--- config.mk ---
export PLATFORM = sky130hd
export DESIGN_NAME = range_frame_parse_average_top
export DESIGN_NICKNAME = d
export VERILOG_FILES = /design/src/design/rfpa_pkg.sv /design/src/design/rfpa_ctrl.sv /design/src/design/rfpa_dp.sv /design/src/design/range_frame_parse_average_top.sv
export SDC_FILE = /design/constraint.sdc
export NUM_CORES = 1
export LEC_CHECK = 0
export CORE_ASPECT_RATIO = 1.25
export CORE_MARGIN = 3
export CORE_UTILIZATION = 35
export CTS_CLUSTER_DIAMETER = 30
export DETAILED_ROUTE_END_ITERATION = 10
export DONT_BUFFER_PORTS = 1
export GPL_ROUTABILITY_DRIVEN = 0
export PLACE_DENSITY = 0.49
export SYNTH_ARGS = -nofsm -noshare
export SYNTH_HDL_FRONTEND = slang
export SYNTH_SLANG_ARGS = --single-unit
export TNS_END_PERCENT = 100
--- constraint.sdc ---
create_clock -name i_clk -period 9.6 [get_ports i_clk]
set_input_delay 0.48 -clock i_clk [delete_from_list [all_inputs] [get_ports i_clk]]
set_output_delay 0.48 -clock i_clk [all_outputs]
set_load 0.02 [all_outputs]
--- src/design/rfpa_pkg.sv ---
// ----------------------------------------------------------------------------
// rfpa_pkg
// Shared types and constants for the range frame parser and averager.
// ----------------------------------------------------------------------------
package rfpa_pkg;

    localparam logic [7:0] SYNC_A    = 8'hEB;
    localparam logic [7:0] SYNC_B    = 8'h90;
    localparam logic [7:0] STATUS_OK = 8'h01;
    localparam logic [7:0] COUNT_MAX = 8'hFF;

    localparam int SUM_W   = 24;
    localparam int CNT_W   = 8;
    localparam int DIST_W  = 16;
    // Quotient times ten needs four more bits than the quotient.
    localparam int PROD_W  = SUM_W + 4;
    localparam int DIV_STEPS = SUM_W;
    localparam int STEP_W  = $clog2(DIV_STEPS);

    localparam logic [STEP_W-1:0] LAST_STEP = STEP_W'(DIV_STEPS - 1);

    // Input command codes.
    localparam logic CMD_BYTE = 1'b0;
    localparam logic CMD_READ = 1'b1;

    // Frame parser states.
    typedef enum logic [2:0] {
        PS_IDLE   = 3'd0,
        PS_SYNC_A = 3'd1,
        PS_SYNC_B = 3'd2,
        PS_STATUS = 3'd3,
        PS_LOW    = 3'd4,
        PS_HIGH   = 3'd5,
        PS_CHECK  = 3'd6,
        PS_END    = 3'd7
    } t_parse_state;

    // Controller states.
    typedef enum logic [1:0] {
        C_IDLE = 2'd0,
        C_DIV  = 2'd1,
        C_LOAD = 2'd2
    } t_ctrl_state;

    typedef struct packed {
        logic take_byte;
        logic start_div;
        logic step_div;
        logic load_out;
    } t_dp_cmd;

endpackage

--- src/design/rfpa_ctrl.sv ---
// ----------------------------------------------------------------------------
// rfpa_ctrl
// Handshake control and sequencing of the averaging division.
// ----------------------------------------------------------------------------
module rfpa_ctrl (
    input  logic             i_clk,
    input  logic             i_rst_n,
    input  logic             i_in_valid,
    output logic             o_in_ready,
    input  logic             i_command,
    output logic             o_out_valid,
    input  logic             i_out_ready,
    output rfpa_pkg::t_dp_cmd o_cmd
);
    import rfpa_pkg::*;

    t_ctrl_state       r_state, n_state;
    logic [STEP_W-1:0] r_step, n_step;
    logic              r_out_valid, n_out_valid;
    logic              accept;

    always_ff @(posedge i_clk) begin
        if (!i_rst_n) begin
            r_state     <= C_IDLE;
            r_step      <= '0;
            r_out_valid <= 1'b0;
        end else begin
            r_state     <= n_state;
            r_step      <= n_step;
            r_out_valid <= n_out_valid;
        end
    end

    assign o_in_ready  = (r_state == C_IDLE);
    assign o_out_valid = r_out_valid;
    assign accept      = i_in_valid && o_in_ready;

    always_comb begin
        n_state     = r_state;
        n_step      = r_step;
        n_out_valid = r_out_valid;
        o_cmd       = '0;

        // A waiting result leaves once the consumer takes it.
        if (r_out_valid && i_out_ready) begin
            n_out_valid = 1'b0;
        end

        unique case (r_state)
            C_IDLE: begin
                if (accept) begin
                    if (i_command == CMD_READ) begin
                        o_cmd.start_div = 1'b1;
                        n_step          = '0;
                        n_state         = C_DIV;
                    end else begin
                        o_cmd.take_byte = 1'b1;
                    end
                end
            end
            C_DIV: begin
                o_cmd.step_div = 1'b1;
                n_step         = r_step + 1'b1;
                if (r_step == LAST_STEP) begin
                    n_state = C_LOAD;
                end
            end
            C_LOAD: begin
                if (!r_out_valid || i_out_ready) begin
                    o_cmd.load_out = 1'b1;
                    n_out_valid    = 1'b1;
                    n_state        = C_IDLE;
                end
            end
            default: begin
                n_state = C_IDLE;
            end
        endcase
    end

endmodule

--- src/design/rfpa_dp.sv ---
// ----------------------------------------------------------------------------
// rfpa_dp
// Frame parser, accumulators, restoring divider and output register.
// ----------------------------------------------------------------------------
module rfpa_dp (
    input  logic                        i_clk,
    input  logic                        i_rst_n,
    input  rfpa_pkg::t_dp_cmd           i_cmd,
    input  logic [7:0]                  i_rx_byte,
    output logic [rfpa_pkg::DIST_W-1:0] o_avg_range,
    output logic                        o_reading_valid
);
    import rfpa_pkg::*;

    t_parse_state      r_parse, n_parse;
    logic [7:0]        r_low, r_high, r_check;
    logic [DIST_W-1:0] r_frame_value;
    logic [SUM_W-1:0]  r_sum;
    logic [CNT_W-1:0]  r_count;

    logic [SUM_W-1:0]  r_quot;
    logic [CNT_W-1:0]  r_rem;
    logic [CNT_W-1:0]  r_divisor;
    logic              r_nonzero;

    logic [DIST_W-1:0] r_dist;
    logic              r_rd_valid;

    logic [7:0]        check_sum;
    logic              check_good;
    logic [CNT_W:0]    rem_shift;
    logic [CNT_W:0]    rem_diff;
    logic              rem_ge;
    logic [PROD_W-1:0] prod;
    logic [DIST_W-1:0] dist_sat;

    // Frame check: the byte sum including the checksum is zero modulo 256.
    assign check_sum  = STATUS_OK + r_low + r_high + SYNC_A + SYNC_B + r_check;
    assign check_good = (check_sum == 8'h00);

    always_comb begin
        n_parse = r_parse;
        unique case (r_parse)
            PS_IDLE:   if (i_rx_byte == SYNC_A) n_parse = PS_SYNC_A;
            PS_SYNC_A: n_parse = (i_rx_byte == SYNC_B) ? PS_SYNC_B : PS_IDLE;
            PS_SYNC_B: n_parse = (i_rx_byte == STATUS_OK) ? PS_STATUS : PS_IDLE;
            PS_STATUS: n_parse = PS_LOW;
            PS_LOW:    n_parse = PS_HIGH;
            PS_HIGH:   n_parse = PS_CHECK;
            PS_CHECK:  n_parse = check_good ? PS_END : PS_IDLE;
            PS_END:    n_parse = PS_IDLE;
            default:   n_parse = PS_IDLE;
        endcase
    end

    // One restoring division step per cycle. The borrow out of the trial
    // subtraction tells whether the divisor fits.
    assign rem_shift = {r_rem, r_quot[SUM_W-1]};
    assign rem_diff  = rem_shift - {1'b0, r_divisor};
    assign rem_ge    = ~rem_diff[CNT_W];

    assign prod     = {1'b0, r_quot, 3'b000} + {3'b000, r_quot, 1'b0};
    assign dist_sat = (|prod[PROD_W-1:DIST_W]) ? {DIST_W{1'b1}} : prod[DIST_W-1:0];

    always_ff @(posedge i_clk) begin
        if (!i_rst_n) begin
            r_parse <= PS_IDLE;
            r_sum   <= '0;
            r_count <= '0;
        end else begin
            if (i_cmd.take_byte) begin
                r_parse <= n_parse;
                if (r_parse == PS_END && r_count != COUNT_MAX) begin
                    r_count <= r_count + 1'b1;
                    r_sum   <= r_sum + SUM_W'(r_frame_value);
                end
            end
            if (i_cmd.start_div) begin
                r_sum   <= '0;
                r_count <= '0;
            end
        end
    end

    always_ff @(posedge i_clk) begin
        if (i_cmd.take_byte) begin
            if (r_parse == PS_STATUS) r_low   <= i_rx_byte;
            if (r_parse == PS_LOW)    r_high  <= i_rx_byte;
            if (r_parse == PS_HIGH)   r_check <= i_rx_byte;
            if (r_parse == PS_CHECK && check_good) begin
                r_frame_value <= {r_high, r_low};
            end
        end
        if (i_cmd.start_div) begin
            r_quot    <= r_sum;
            r_rem     <= '0;
            r_divisor <= r_count;
            r_nonzero <= (r_count != '0);
        end else if (i_cmd.step_div) begin
            r_quot <= {r_quot[SUM_W-2:0], rem_ge};
            r_rem  <= rem_ge ? rem_diff[CNT_W-1:0] : rem_shift[CNT_W-1:0];
        end
        if (i_cmd.load_out) begin
            r_dist     <= r_nonzero ? dist_sat : '0;
            r_rd_valid <= r_nonzero;
        end
    end

    assign o_avg_range     = r_dist;
    assign o_reading_valid = r_rd_valid;

endmodule

--- src/design/range_frame_parse_average_top.sv ---
// ----------------------------------------------------------------------------
// range_frame_parse_average_top
// Parses range sensor frames from serial bytes and returns averaged readings.
// ----------------------------------------------------------------------------
//
//  Channel   Direction  Handshake                  Payload
//  input     in         i_in_valid / o_in_ready    i_command, i_rx_byte
//  result    out        o_out_valid / i_out_ready  o_avg_range, o_reading_valid
//
// A byte beat is taken while the block is idle and produces no result. A read
// beat occupies the block: it captures the sum and count and clears the
// accumulators, then steps the restoring divider, then scales by ten,
// saturates and loads the output register. Reset is synchronous and active low.
// Byte beats are still taken while a result waits in the output register; a
// finished read waits for that register to drain.
//
module range_frame_parse_average_top (
    input  logic                        i_clk,
    input  logic                        i_rst_n,
    input  logic                        i_in_valid,
    output logic                        o_in_ready,
    input  logic                        i_command,
    input  logic [7:0]                  i_rx_byte,
    output logic                        o_out_valid,
    input  logic                        i_out_ready,
    output logic [rfpa_pkg::DIST_W-1:0] o_avg_range,
    output logic                        o_reading_valid
);
    import rfpa_pkg::*;

    // Commands from the controller to the datapath.
    t_dp_cmd cmd;

    // The controller owns the handshakes and the divider step count.
    rfpa_ctrl u_ctrl (
        .i_clk       (i_clk),
        .i_rst_n     (i_rst_n),
        .i_in_valid  (i_in_valid),
        .o_in_ready  (o_in_ready),
        .i_command   (i_command),
        .o_out_valid (o_out_valid),
        .i_out_ready (i_out_ready),
        .o_cmd       (cmd)
    );

    // The datapath holds the parser, the running sum and count, the divider
    // and the result register.
    rfpa_dp u_dp (
        .i_clk           (i_clk),
        .i_rst_n         (i_rst_n),
        .i_cmd           (cmd),
        .i_rx_byte       (i_rx_byte),
        .o_avg_range     (o_avg_range),
        .o_reading_valid (o_reading_valid)
    );

endmodule

==> parameters.txt, run 1 <==
Parameter                              Value

Power and ir drop
  Total internal power    1.13 mW
  Net switching power of the design    441 uW
  Leakage power summed over all cells    3.47 nW
  Relative contribution of combinational cells to total power    0.158
  Largest vdd supply drop    0.000119 V
  Net switching fraction of the power    0.280
  Proportion of power drawn by flip-flops and latches    0.439
  Clk network pwr share    0.403
  Total power    1.57 mW
  Power per cell area    173 nW/um^2

Timing
  Final-report setup violation count    0
  Unrepaired setup endpoints after global routing    no
  Worst-case headroom to the max-slew limit    0.321
  Pins over their slew limit    0
  Highest achievable clock rate    0.270 GHz
  Final period utilization    0.386
  Hold Fails Final Rpt    0
  Final total negative setup slack    0 ns
  Minimum clock period    3.70 ns
  Hold Slack    0.155 ns
  Worst Tran Pin Value    1.02 ns
  PnR worst setup slack    5.90 ns
  Skew final    0.00739 ns

Setup path
  Setup Crit Path Kind    flip-flop to flip-flop
  Largest driver fanout on the critical path    16
  Reg-to-reg critical path endpoint    u_dp.r_frame_value[14]$_DFFE_PP_
  Worst reg-to-reg path cell count    11
  Launching element type of the critical path    flip-flop
  Arrival @ worst endpoint    3.81 ns
  CP Data Required Time    9.71 ns
  Startpoint of the lowest-slack register-to-register path    u_dp.r_high[1]$_DFFE_PP_
  Category of the worst setup path capture point    flip-flop
  Flop-to-flop setup slack    5.90 ns

Global route
  Number of antenna violations at the first check in global routing    0
  Largest net degree at the start of global routing    37
  Remaining Overflow, GRT    0
  Wire length of the first global-routing pass    29,500 um
  Via count of the first global-routing pass    5,896
  Total GRT Usage    0.145

Clocking
  Skew-Pair Late Insertion Delay    0.42 ns
  Clk Tree Root Cell    sky130_fd_sc_hd__clkbuf_16
  Post-CTS repair timing setup buffer count    0
  Clock Sinks    141
  Number of levels the H-tree was split into    4
  Number of gates resized after CTS    0
  Hold-fix buffer count after cts    0
  CTS max path bufs    2
  CTS buffer count    17
  Clock transition at the registers of the reported paths    0.06 ns
  CTS tree    done

Yosys
  Number of instances in the synthesized netlist    832
  Commonest register cell after synthesis    sky130_fd_sc_hd__edfxtp_1
  Sequential share of the synthesized area    0.453
  Mean instance size in the synthesized netlist    9.88 um^2
  Flop and latch count out of synthesis    141
  Number of nets produced by synthesis    916
  Count of synthesis-stage warnings from yosys    0
  Number of unique standard cell types used by synthesis    71
  Share of flip-flops with an asynchronous set or reset    0
  Number of synthesized flops with an enable pin    90
  Post-Synthesis Cell Area    8220 um^2

Routing
  Detail-routed via count per cell    5.14
  TritonRoute pass-1 iters    5
  Residual DRC count    0
  Avg WL per Cell    15.1 um
  Initial DRC Count    263
  Number of nets with antenna violations after routing    0
  Total via count after detailed routing    5,855
  Total wire length    17,200 um

Hold path
  Min-Delay Endpoint    u_dp.r_high[2]$_DFFE_PP_
  Number of instances on the worst hold path    0
  Class of the tightest hold or removal check    input pin to flip-flop
  Worst hold path startpoint    i_rx_byte[2]

Die
  Placeable core area    23,000 um^2
  Die span in x    143 um
  Rows    62
  Initial Util    0.357
  Vertical die dimension    177 um
  Number of top-level pins    32
  Area enclosed by the die boundary    25,400 um^2

Placement
  Quantity of I/O buffers inserted on ports    0
  Detailed placement HPWL    12,900 um
  Pre-CTS setup slack    5.88 ns
  Total placed instance area    8520 um^2
  Post-Place Cells    1,106

Layout
  Layout area overhead    10.5%
  Total number of nets in the final design    921
  Post-layout utilization of the core    0.394
  Total inserted antenna cells    0
  Fraction of final layout cells with drive strength greater than 1    0.0765
  Register Area    3720 um^2
  Area of all placed cells without fillers    9080 um^2
  Fill cell instance count of the final layout    2,291
  Final instance count without filler cells    1,138
  Footprint of the multi-input gates    4110 um^2

Run
  Count of maximum capacitance violations    0

Outcome
  Outcome    complete, no violations
critical path: stages, from the launching register on:
cell                       delay, ns
sky130_fd_sc_hd__edfxtp_1       0.43
sky130_fd_sc_hd__fa_1           0.43
sky130_fd_sc_hd__fa_1           0.43
sky130_fd_sc_hd__ha_1           0.29
sky130_fd_sc_hd__a21o_1         0.16
sky130_fd_sc_hd__a21oi_1        0.22
sky130_fd_sc_hd__o21bai_1       0.09
sky130_fd_sc_hd__a21oi_1        0.17
sky130_fd_sc_hd__xnor2_1        0.08
sky130_fd_sc_hd__or4_1          0.68
sky130_fd_sc_hd__nor2_1         0.15
sky130_fd_sc_hd__buf_4          0.25
synthesized netlist by cell type, types with 5 or more instances:
cell type	instances	area share
sky130_fd_sc_hd__nand4_1	9	0.0068
sky130_fd_sc_hd__nand2b_1	7	0.0053
sky130_fd_sc_hd__a21o_1	14	0.013
sky130_fd_sc_hd__clkbuf_1	13	0.0059
sky130_fd_sc_hd__ha_1	60	0.091
sky130_fd_sc_hd__edfxtp_1	90	0.33
sky130_fd_sc_hd__a311o_1	5	0.0061
sky130_fd_sc_hd__or2_2	5	0.0038
sky130_fd_sc_hd__inv_1	67	0.031
sky130_fd_sc_hd__a21oi_1	57	0.035
sky130_fd_sc_hd__xnor2_1	32	0.034
sky130_fd_sc_hd__o211ai_1	10	0.0091
sky130_fd_sc_hd__o21ai_0	42	0.026
sky130_fd_sc_hd__fa_1	11	0.027
sky130_fd_sc_hd__xor2_1	12	0.013
sky130_fd_sc_hd__a21boi_0	8	0.0073
sky130_fd_sc_hd__nor2_1	39	0.018
sky130_fd_sc_hd__and2_1	5	0.0038
sky130_fd_sc_hd__o31a_1	16	0.017
sky130_fd_sc_hd__a31oi_1	5	0.0038
sky130_fd_sc_hd__and3_1	10	0.0076
sky130_fd_sc_hd__dfxtp_1	51	0.12
sky130_fd_sc_hd__a211oi_1	6	0.0055
sky130_fd_sc_hd__nor4_1	5	0.0038
sky130_fd_sc_hd__or3_1	10	0.0076
sky130_fd_sc_hd__o21bai_1	6	0.0055
sky130_fd_sc_hd__nor2b_1	11	0.0084
sky130_fd_sc_hd__nand2_1	115	0.053
sky130_fd_sc_hd__nand3_1	25	0.015
sky130_fd_sc_hd__nor3_1	17	0.010
sequential cells by signal, indices dropped and copies added, names as in the netlist, 2 cells and up:
name	cells
u_dp.r_quot	24
u_dp.r_sum	24
u_dp.o_avg_range	16
u_dp.r_frame_value	16
u_dp.r_check	8
u_dp.r_count	8
u_dp.r_divisor	8
u_dp.r_high	8
u_dp.r_low	8
u_dp.r_rem	8
u_ctrl.r_step	5
u_dp.r_parse	3
u_ctrl.r_state	2
worst max path at each step:
| stage | slack, ns | from | endpoint | depth (start not counted) |
|---|---|---|---|---|
| after floorplan | 5.72 | u_dp.r_check[1]$_DFFE_PP_ | u_dp.r_frame_value[0]$_DFFE_PP_ | 10 |
| after global placement | 5.90 | u_dp.r_check[1]$_DFFE_PP_ | u_dp.r_frame_value[14]$_DFFE_PP_ | 11 |
| after detailed placement | 5.88 | u_dp.r_high[1]$_DFFE_PP_ | u_dp.r_frame_value[14]$_DFFE_PP_ | 11 |
| after CTS | 5.85 | u_dp.r_high[1]$_DFFE_PP_ | u_dp.r_frame_value[6]$_DFFE_PP_ | 11 |
| after global routing | 5.61 | u_ctrl.r_state[0]$_SDFFE_PN0P_ | u_ctrl.r_step[4]$_SDFFE_PN0P_ | 9 |
| final | 5.90 | u_dp.r_high[1]$_DFFE_PP_ | u_dp.r_frame_value[14]$_DFFE_PP_ | 11 |
cells by family after synthesis:
kind of cell / Yosys count / share of synthesized area
AO/OA/AOI/OAI: 204 / 0.165
AND/OR/NAND/NOR: 277 / 0.163
adder cells (fa/ha/maj): 71 / 0.118
buffers and inverters: 91 / 0.0480
flip-flops: 141 / 0.453
multiplexers: 4 / 0.00518
XOR/XNOR: 44 / 0.0469
metal layers:
layer	share of wire	vias to the layer above	wire, um	GRT usage
li1	-	3021	-	-
met1	0.47	2742	8130	0.181
met2	0.49	76	8500	0.249
met3	0.019	16	320	0.0302
met4	0.016	0	283	0.0499
met5	0	-	0	0
final cells by class:
class,instances,share of cell area
clock inverters,14,0.0150
inverters,67,0.0277
flip-flops and latches,141,0.410
repair buffers,10,0.00827
multi-input cells,600,0.452
clock buffers,18,0.0473
well taps,288,0.0397
cell usage in the layout (no fill, tap or decap), types with 6 or more instances in the layout:
master                      instances
sky130_fd_sc_hd__edfxtp_1          90
sky130_fd_sc_hd__o31a_1            16
sky130_fd_sc_hd__nand2b_1           7
sky130_fd_sc_hd__clkbuf_16         17
sky130_fd_sc_hd__nand4_1            9
sky130_fd_sc_hd__xnor2_1           32
sky130_fd_sc_hd__buf_4             10
sky130_fd_sc_hd__o211ai_1          10
sky130_fd_sc_hd__nand2_1          115
sky130_fd_sc_hd__a211oi_1           6
sky130_fd_sc_hd__nor2_1            39
sky130_fd_sc_hd__o21bai_1           6
sky130_fd_sc_hd__and3_1            10
sky130_fd_sc_hd__o21ai_0           42
sky130_fd_sc_hd__a21o_1            14
sky130_fd_sc_hd__a21oi_1           57
sky130_fd_sc_hd__inv_1             67
sky130_fd_sc_hd__dfxtp_1           51
sky130_fd_sc_hd__xor2_1            12
sky130_fd_sc_hd__nor2b_1           11
sky130_fd_sc_hd__nor3_1            16
sky130_fd_sc_hd__a21boi_0           8
sky130_fd_sc_hd__or3_1             10
sky130_fd_sc_hd__fa_1              11
sky130_fd_sc_hd__nand3_1           25
sky130_fd_sc_hd__ha_1              60
power by group through the flow:
stage / clock network (mW) / logic, mW / registers [mW]
detailed placement: 0 / 0.247 / 0.704
global route: 0.677 / 0.284 / 0.694
finish: 0.633 / 0.249 / 0.691
floorplan: 0 / 0.203 / 0.695
global placement: 0 / 0.251 / 0.704
CTS: 0.651 / 0.249 / 0.691
Note: power is estimated with default switching activity, not from simulation.
==> inputs of run 2 (changes only) <==
ABC_AREA = 1   (was not set)
clock period = 3.8 ns   (was 9.6 ns; I/O delays follow)
==> run 2 against run 1 <==
Non-clock buffer count grew 8. Via count grew 20%. Sequential cell count is the same. Sequential share of layout area shrank 3.9 points. Core utilization grew 1.0 points. Critical endpoint is now u_dp.r_frame_value[9]$_DFFE_PP_.
==> parameters.txt, run 2 <==
Parameter                              Value

Clocking
  Number of levels the H-tree was split into    4 (unchanged)
  CTS buffer count    17 (unchanged)
  Clk Tree Root Cell    sky130_fd_sc_hd__clkbuf_16 (unchanged)
  CTS tree    done (unchanged)
  Post-CTS repair timing setup buffer count    0 (unchanged)
  Clock transition at the registers of the reported paths    0.06 ns (about the same)
  CTS max path bufs    2 (unchanged)
  Skew-Pair Late Insertion Delay    0.42 ns (about the same)
  Number of gates resized after CTS    0 (unchanged)
  Hold-fix buffer count after cts    10 (was 0)
  Clock Sinks    141 (unchanged)

Yosys
  Flop and latch count out of synthesis    141 (unchanged)
  Mean instance size in the synthesized netlist    7.88 um^2 (was 9.88 um^2)
  Share of flip-flops with an asynchronous set or reset    0 (unchanged)
  Share of the synthesized area in the top cell type    0.301 (was 0.329)
  Top post-synthesis cells by area    sky130_fd_sc_hd__edfxtp_1, sky130_fd_sc_hd__nand2_1, sky130_fd_sc_hd__dfxtp_1 (was sky130_fd_sc_hd__edfxtp_1, sky130_fd_sc_hd__dfxtp_1, sky130_fd_sc_hd__ha_1)
  Number of nets produced by synthesis    1,222 (was 916)
  Leading area contributor after synthesis    sky130_fd_sc_hd__edfxtp_1 (unchanged)
  Ranking of synthesized cells by instance count    sky130_fd_sc_hd__nand2_1, sky130_fd_sc_hd__inv_1, sky130_fd_sc_hd__edfxtp_1 (was sky130_fd_sc_hd__nand2_1, sky130_fd_sc_hd__edfxtp_1, sky130_fd_sc_hd__inv_1)
  Commonest register cell after synthesis    sky130_fd_sc_hd__edfxtp_1 (unchanged)
  Count of synthesis-stage warnings from yosys    0 (unchanged)
  Sequential share of the synthesized area    0.415 (was 0.453)
  Number of synthesized flops with an enable pin    90 (unchanged)
  Number of instances in the synthesized netlist    1,138 (was 832)
  Post-Synthesis Cell Area    8970 um^2 (was 8220 um^2)
  Number of unique standard cell types used by synthesis    45 (was 71)
  Library cell with the highest instance count after synthesis    sky130_fd_sc_hd__nand2_1 (unchanged)

Global route
  Via count of the first global-routing pass    7,050 (was 5,896)
  Met2 Resource Use GR    0.290 (was 0.249)
  Wire length of the first global-routing pass    34,500 um (was 29,500 um)
  Remaining Overflow, GRT    0 (unchanged)
  GR Layer Usage met1    0.187 (was 0.181)
  Largest net degree at the start of global routing    45 (was 37)
  GRT Max-Usage Layer    met2 (unchanged)
  Total GRT Usage    0.158 (was 0.145)
  Number of antenna violations at the first check in global routing    0 (unchanged)
  GR Util met3    0.0206 (was 0.0302)

Placement
  Quantity of I/O buffers inserted on ports    0 (unchanged)
  Pre-CTS setup slack    0.484 ns (was 5.88 ns)
  Detailed placement HPWL    16,300 um (was 12,900 um)
  Total placed instance area    9350 um^2 (was 8520 um^2)

Timing
  PnR worst setup slack    0.509 ns (was 5.90 ns)
  Unrepaired setup endpoints after global routing    no (unchanged)
  Worst-case headroom to the max-slew limit    0.290 (was 0.321)
  Worst Tran Pin Value    1.06 ns (was 1.02 ns)
  Pins over their slew limit    0 (unchanged)
  Final-report setup violation count    0 (unchanged)
  Hold Slack    0.0153 ns (was 0.155 ns)
  Skew final    0.0134 ns (was 0.00739 ns)
  Minimum clock period    3.29 ns (was 3.70 ns)
  Hold Fails Final Rpt    0 (unchanged)
  Final period utilization    0.866 (was 0.386)
  Final total negative setup slack    0 ns (unchanged)
  Highest achievable clock rate    0.304 GHz (was 0.270 GHz)

Layout
  Fraction of final layout cells with drive strength greater than 1    0.0726 (was 0.0765)
  Most common library cell in the layout ignoring fill and taps    sky130_fd_sc_hd__nand2_1 (unchanged)
  Leading cell types in the layout, fill and taps excluded    sky130_fd_sc_hd__nand2_1, sky130_fd_sc_hd__inv_1, sky130_fd_sc_hd__edfxtp_1 (was sky130_fd_sc_hd__nand2_1, sky130_fd_sc_hd__edfxtp_1, sky130_fd_sc_hd__inv_1)
  Area of all placed cells without fillers    10,000 um^2 (was 9080 um^2)
  Footprint of the multi-input gates    4400 um^2 (was 4110 um^2)
  Fill cell instance count of the final layout    2,619 (was 2,291)
  Largest registers in the final layout    u_dp.r_quot (24), u_dp.r_sum (24) (unchanged)
  Layout area overhead    11.9% (was 10.5%)
  Total number of nets in the final design    1,242 (was 921)
  Register Area    3720 um^2 (unchanged)
  Total inserted antenna cells    0 (unchanged)

Routing
  Avg WL per Cell    13.7 um (was 15.1 um)
  Number of nets with antenna violations after routing    0 (unchanged)
  TritonRoute pass-1 iters    4 (was 5)
  Total via count after detailed routing    7,024 (was 5,855)
  Detail-routed via count per cell    4.68 (was 5.14)
  Residual DRC count    0 (unchanged)
  Initial DRC Count    317 (was 263)
  Total wire length    20,500 um (was 17,200 um)

Die
  Initial Util    0.361 (was 0.357)
  Number of top-level pins    32 (unchanged)
  Rows    64 (was 62)
  Vertical die dimension    185 um (was 177 um)
  Die span in x    149 um (was 143 um)
  Placeable core area    24,800 um^2 (was 23,000 um^2)
  Area enclosed by the die boundary    27,600 um^2 (was 25,400 um^2)

Power and ir drop
  Largest vdd supply drop    0.000304 V (was 0.000119 V)
  Leakage power summed over all cells    4.55 nW (was 3.47 nW)
  Total power    4.46 mW (was 1.57 mW)
  Power per cell area    444 nW/um^2 (was 173 nW/um^2)

Run
  Count of maximum capacitance violations    0 (unchanged)

Setup path
  Cell occurring most often along the worst timing path    sky130_fd_sc_hd__fa_1
  Worst-path cell chain    fa_1 -> fa_1 -> ha_1 -> fa_1 -> nor3_1 -> nand4_1 -> nor3_1 -> nand3_1 -> nor2_1 -> buf_4 (was fa_1 -> fa_1 -> ha_1 -> a21o_1 -> a21oi_1 -> o21bai_1 -> a21oi_1 -> xnor2_1 -> or4_1 -> nor2_1 -> buf_4)
  Worst setup startpoint    u_dp.r_high[1]$_DFFE_PP_ (unchanged)
  Logic depth of the worst path, buffers included    10 (was 11)
  Family of cells with the greatest summed delay on the critical path    adder cells (unchanged)
  Setup Crit Path Kind    flip-flop to flip-flop (unchanged)
  Category of the worst setup path capture point    flip-flop (unchanged)
  CP Data Required Time    3.90 ns (was 9.71 ns)
  Worst reg-to-reg path cell count    10 (was 11)
  Slowest cell on the critical path    sky130_fd_sc_hd__fa_1 (was sky130_fd_sc_hd__or4_1)
  Launching element type of the critical path    flip-flop (unchanged)
  Startpoint of the lowest-slack register-to-register path    u_dp.r_high[1]$_DFFE_PP_ (unchanged)
  Worst stage delay on the critical path    0.44 ns (was 0.68 ns)
  Number of buffers and inverters on the critical path    1 (unchanged)
  Largest driver fanout on the critical path    16 (unchanged)
  Arrival @ worst endpoint    3.39 ns (was 3.81 ns)

Outcome
  Outcome    complete, no violations (unchanged)

Hold path
  Class of the tightest hold or removal check    input pin to flip-flop (unchanged)
  Worst hold path startpoint    i_rx_byte[3] (was i_rx_byte[2])
  Number of instances on the worst hold path    3 (was 0)
run 2: cell count changes after synthesis, moves of 20 or more:
cell | previous run | this run
sky130_fd_sc_hd__nand2_2 | 0 | 20
sky130_fd_sc_hd__inv_1 | 67 | 196
sky130_fd_sc_hd__nand2_1 | 115 | 298
sky130_fd_sc_hd__o21ai_0 | 42 | 65
sky130_fd_sc_hd__nand3_1 | 25 | 48
sky130_fd_sc_hd__a21oi_1 | 57 | 77
sky130_fd_sc_hd__nor2_1 | 39 | 70
run 2: metal layers:
metal,share of wire,vias to the layer above,wire length [um]
li1,-,3730,-
met1,0.44,3177,9130
met2,0.51,93,10500
met3,0.019,24,393
met4,0.024,0,491
met5,0,-,0
run 2: cell families (layout without fill, tap and decap cells):
| group | after synthesis | in the layout | share of synthesized area |
|---|---|---|---|
| buffers and inverters | 218 | 251 | 0.0945 |
| xor gates and xnor gates | 36 | 36 | 0.0360 |
| AOI/OAI and AO/OA | 170 | 170 | 0.102 |
| and+or+nand+nor | 502 | 502 | 0.244 |
| DFF | 141 | 141 | 0.415 |
| adders and majority gates | 71 | 71 | 0.108 |
run 2: worst paths after layout:
check | slack (ns) | end
worst max-delay path | 0.51 | u_dp.r_frame_value[9]$_DFFE_PP_
worst min-delay path | 0.02 | u_dp.r_parse[0]$_SDFFE_PN0P_
worst max register to register | 0.51 | u_dp.r_frame_value[9]$_DFFE_PP_
worst min register to register | 0.44 | u_dp.r_frame_value[13]$_DFFE_PP_
run 2: power by group:
part           switching, mW  leakage, nW  total (mW)  internal, mW
Clock                  0.651        0.292        1.65         0.996
Sequential            0.0830         1.24        1.81          1.73
Combinational          0.647         3.01       0.997         0.349
run 2: metrics by stage:
step                      cells  utilization
after CTS                  1501        0.404
final                      1501        0.404
after global placement     1459        0.377
after global routing       1501        0.404
after floorplan            1138            -
after detailed placement   1459        0.377
run 2: cell type report:
| cell class | count | share of cell area |
|---|---|---|
| Multi-Input combinational cell | 779 | 0.438 |
| Sequential cell | 141 | 0.371 |
| Inverter | 201 | 0.0752 |
| Clock buffer | 26 | 0.0541 |
| Tap cell | 330 | 0.0411 |
| Timing Repair Buffer | 18 | 0.0160 |
| Clock inverter | 6 | 0.00436 |
run 2: worst reg2reg max path: stages (launching register included):
cell and delay (ns):
sky130_fd_sc_hd__edfxtp_1 0.43, sky130_fd_sc_hd__fa_1 0.42, sky130_fd_sc_hd__fa_1 0.44, sky130_fd_sc_hd__ha_1 0.24
sky130_fd_sc_hd__fa_1 0.43, sky130_fd_sc_hd__nor3_1 0.20, sky130_fd_sc_hd__nand4_1 0.12, sky130_fd_sc_hd__nor3_1 0.15
sky130_fd_sc_hd__nand3_1 0.18, sky130_fd_sc_hd__nor2_1 0.12, sky130_fd_sc_hd__buf_4 0.24
==> inputs of run 3 (changes only) <==
CORE_MARGIN = not set   (was 3)
CTS_BUF_LIST = sky130_fd_sc_hd__clkbuf_2   (was not set)
CTS_CLUSTER_SIZE = 28   (was not set)
==> run 3 against run 2 <==
Via count is 0.31% higher. Cell area fell by 2.7%. Non-clock buffer count is 5 higher. Clock skew up 0.036 ns. Die area decreased by 4.8%. Combinational power hardly changed. Register-to-register slack lost 0.16 ns. Global-route usage increased by 0.69 points. Critical path type unchanged. Largest power group unchanged. Highest routed layer unchanged.
==> parameters.txt, run 3 (synthesis gave the netlist of run 2 again) <==
Parameter                              Value

Die
  Number of top-level pins    32 (unchanged)
  Placeable core area    25,200 um^2 (was 24,800 um^2)
  Die span in x    145 um (was 149 um)
  Initial Util    0.356 (was 0.361)
  Vertical die dimension    181 um (was 185 um)
  Area enclosed by the die boundary    26,300 um^2 (was 27,600 um^2)
  Rows    65 (was 64)

Setup path
  Category of the worst setup path capture point    flip-flop (unchanged)
  Worst stage delay on the critical path    0.55 ns (was 0.44 ns)
  Worst reg-to-reg path cell count    12 (was 10)
  Startpoint of the lowest-slack register-to-register path    u_dp.r_check[1]$_DFFE_PP_ (was u_dp.r_high[1]$_DFFE_PP_)
  Reg-to-reg critical path endpoint    u_dp.r_parse[0]$_SDFFE_PN0P_ (was u_dp.r_frame_value[9]$_DFFE_PP_)
  Launching element type of the critical path    flip-flop (unchanged)
  Setup Crit Path Kind    flip-flop to flip-flop (unchanged)
  Largest driver fanout on the critical path    4 (was 16)
  Worst-path cell chain    fa_1 -> fa_1 -> ha_1 -> fa_1 -> nand3_1 -> nand3_1 -> nand2_1 -> nand4_1 -> nor3_1 -> nand3_1 -> a31oi_1 -> dlygate4sd3_1 (was fa_1 -> fa_1 -> ha_1 -> fa_1 -> nor3_1 -> nand4_1 -> nor3_1 -> nand3_1 -> nor2_1 -> buf_4)
  CP Data Required Time    4.47 ns (was 3.90 ns)
  Arrival @ worst endpoint    4.12 ns (was 3.39 ns)
  Slowest cell on the critical path    sky130_fd_sc_hd__dlygate4sd3_1 (was sky130_fd_sc_hd__fa_1)
  Flop-to-flop setup slack    0.35 ns (was 0.51 ns)

Clocking
  Number of levels the H-tree was split into    4 (unchanged)
  Post-CTS repair timing setup buffer count    0 (unchanged)
  CTS max path bufs    2 (unchanged)
  Clock transition at the registers of the reported paths    0.22 ns (was 0.06 ns)
  Skew-Pair Late Insertion Delay    0.72 ns (was 0.42 ns)
  CTS tree    done (unchanged)
  CTS buffer count    17 (unchanged)
  Clk Tree Root Cell    sky130_fd_sc_hd__clkbuf_2 (was sky130_fd_sc_hd__clkbuf_16)
  Clock Sinks    141 (unchanged)

Routing
  Residual DRC count    0 (unchanged)
  TritonRoute pass-1 iters    5 (was 4)
  Total wire length    20,500 um (about the same)
  Avg WL per Cell    13.5 um (was 13.7 um)
  Detail-routed via count per cell    4.66 (was 4.68)
  Number of nets with antenna violations after routing    0 (unchanged)
  Initial DRC Count    313 (was 317)
  Total via count after detailed routing    7,046 (was 7,024)

Global route
  Remaining Overflow, GRT    0 (unchanged)
  Number of antenna violations at the first check in global routing    1 (was 0)
  Largest net degree at the start of global routing    45 (unchanged)
  Total GRT Usage    0.165 (was 0.158)
  Wire length of the first global-routing pass    34,100 um (was 34,500 um)
  Via count of the first global-routing pass    7,153 (was 7,050)

Power and ir drop
  Largest vdd supply drop    0.000171 V (was 0.000304 V)
  Leakage power summed over all cells    4.44 nW (was 4.55 nW)
  Power per cell area    387 nW/um^2 (was 444 nW/um^2)

Layout
  Largest registers in the final layout    u_dp.r_quot (24), u_dp.r_sum (24) (unchanged)
  Most common library cell in the layout ignoring fill and taps    sky130_fd_sc_hd__nand2_1 (unchanged)
  Post-layout utilization of the core    0.388 (was 0.404)
  Final instance count without filler cells    1,512 (was 1,501)
  Area of all placed cells without fillers    9770 um^2 (was 10,000 um^2)
  Layout area overhead    8.96% (was 11.9%)
  Total number of nets in the final design    1,247 (was 1,242)
  Leading cell types in the layout, fill and taps excluded    sky130_fd_sc_hd__nand2_1, sky130_fd_sc_hd__inv_1, sky130_fd_sc_hd__edfxtp_1 (unchanged)
  Fraction of final layout cells with drive strength greater than 1    0.0757 (was 0.0726)

Timing
  Skew final    0.0499 ns (was 0.0134 ns)
  Highest achievable clock rate    0.290 GHz (was 0.304 GHz)
  Pins over their slew limit    0 (unchanged)
  Worst Tran Pin Value    0.984 ns (was 1.06 ns)
  Hold Fails Final Rpt    0 (unchanged)
  Unrepaired setup endpoints after global routing    no (unchanged)
  Hold Slack    0.227 ns (was 0.0153 ns)
  Worst-case headroom to the max-slew limit    0.343 (was 0.290)
  Final-report setup violation count    0 (unchanged)
  Final total negative setup slack    0 ns (unchanged)
  Final period utilization    0.908 (was 0.866)
  Minimum clock period    3.45 ns (was 3.29 ns)

Placement
  Total placed instance area    9360 um^2 (was 9350 um^2)
  Post-Place Cells    1,464 (was 1,459)
  Quantity of I/O buffers inserted on ports    0 (unchanged)
  Detailed placement HPWL    16,200 um (was 16,300 um)

Hold path
  Worst hold path startpoint    i_rx_byte[1] (was i_rx_byte[3])
  Number of instances on the worst hold path    1 (was 3)
  Class of the tightest hold or removal check    input pin to flip-flop (unchanged)
  Min-Delay Endpoint    u_dp.r_check[1]$_DFFE_PP_ (was u_dp.r_parse[0]$_SDFFE_PN0P_)

Outcome
  Outcome    complete, no violations (unchanged)

Run
  Count of maximum capacitance violations    0 (unchanged)
run 3: area by class of cell:
cell class              count  area (um^2)
fillers                  2662        15400
multi-input cells         779         4400
flip-flops and latches    141         3720
inverters                 201          754
well taps                 335          419
repair buffers             23          210
clock inverters            12          161
clock buffers              20          100
diodes                      1         2.50
run 3: how the worst max path moves through the flow:
stage                              start                              end  slack [ns]
6_report       u_dp.r_check[1]$_DFFE_PP_     u_dp.r_parse[0]$_SDFFE_PN0P_        0.35
5_1_grt         u_dp.r_high[1]$_DFFE_PP_     u_dp.r_parse[0]$_SDFFE_PN0P_        0.13
4_1_cts         u_dp.r_high[1]$_DFFE_PP_     u_dp.r_parse[0]$_SDFFE_PN0P_        0.33
3_5_place_dp    u_dp.r_high[1]$_DFFE_PP_  u_dp.r_frame_value[6]$_DFFE_PP_        0.42
3_3_place_gp   u_dp.r_check[1]$_DFFE_PP_  u_dp.r_frame_value[6]$_DFFE_PP_        0.44
2_1_floorplan  u_dp.r_check[1]$_DFFE_PP_  u_dp.r_frame_value[0]$_DFFE_PP_        0.26
run 3: routing by layer:
layer / routed length [um] / up-vias / GRT usage
met5: 0 / - / 0
met4: 729 / 0 / 0.0766
met3: 506 / 34 / 0.0298
met2: 10200 / 105 / 0.300
met1: 9040 / 3153 / 0.186
li1: - / 3754 / -
run 3: stage by stage:
stage / worst slack [ns] / total power, mW
final: 0.350 / 3.78
after floorplan: 0.261 / 2.61
after global routing: 0.133 / 4.04
after CTS: 0.332 / 3.84
after detailed placement: 0.416 / 2.84
after global placement: 0.436 / 2.84
run 3: report_power, final:
part           internal, mW  total (mW)  switching (mW)
logic                 0.351       0.996           0.644
registers              1.73        1.82          0.0852
clock network         0.386       0.970           0.584
run 3: critical path, delay by kind of cell (launching register included):
family                   cells  cell delay [ns]
AO/OA/AOI/OAI                1             0.18
adder cells (fa/ha/maj)      4             1.55
buffers and inverters        1             0.55
flip-flops                   1             0.44
AND/OR/NAND/NOR              6             0.71
run 3: timing repair:
item,CTS,global route
hold buffers,15,0
resized for setup,0,0
hold endpoints to repair,79,0
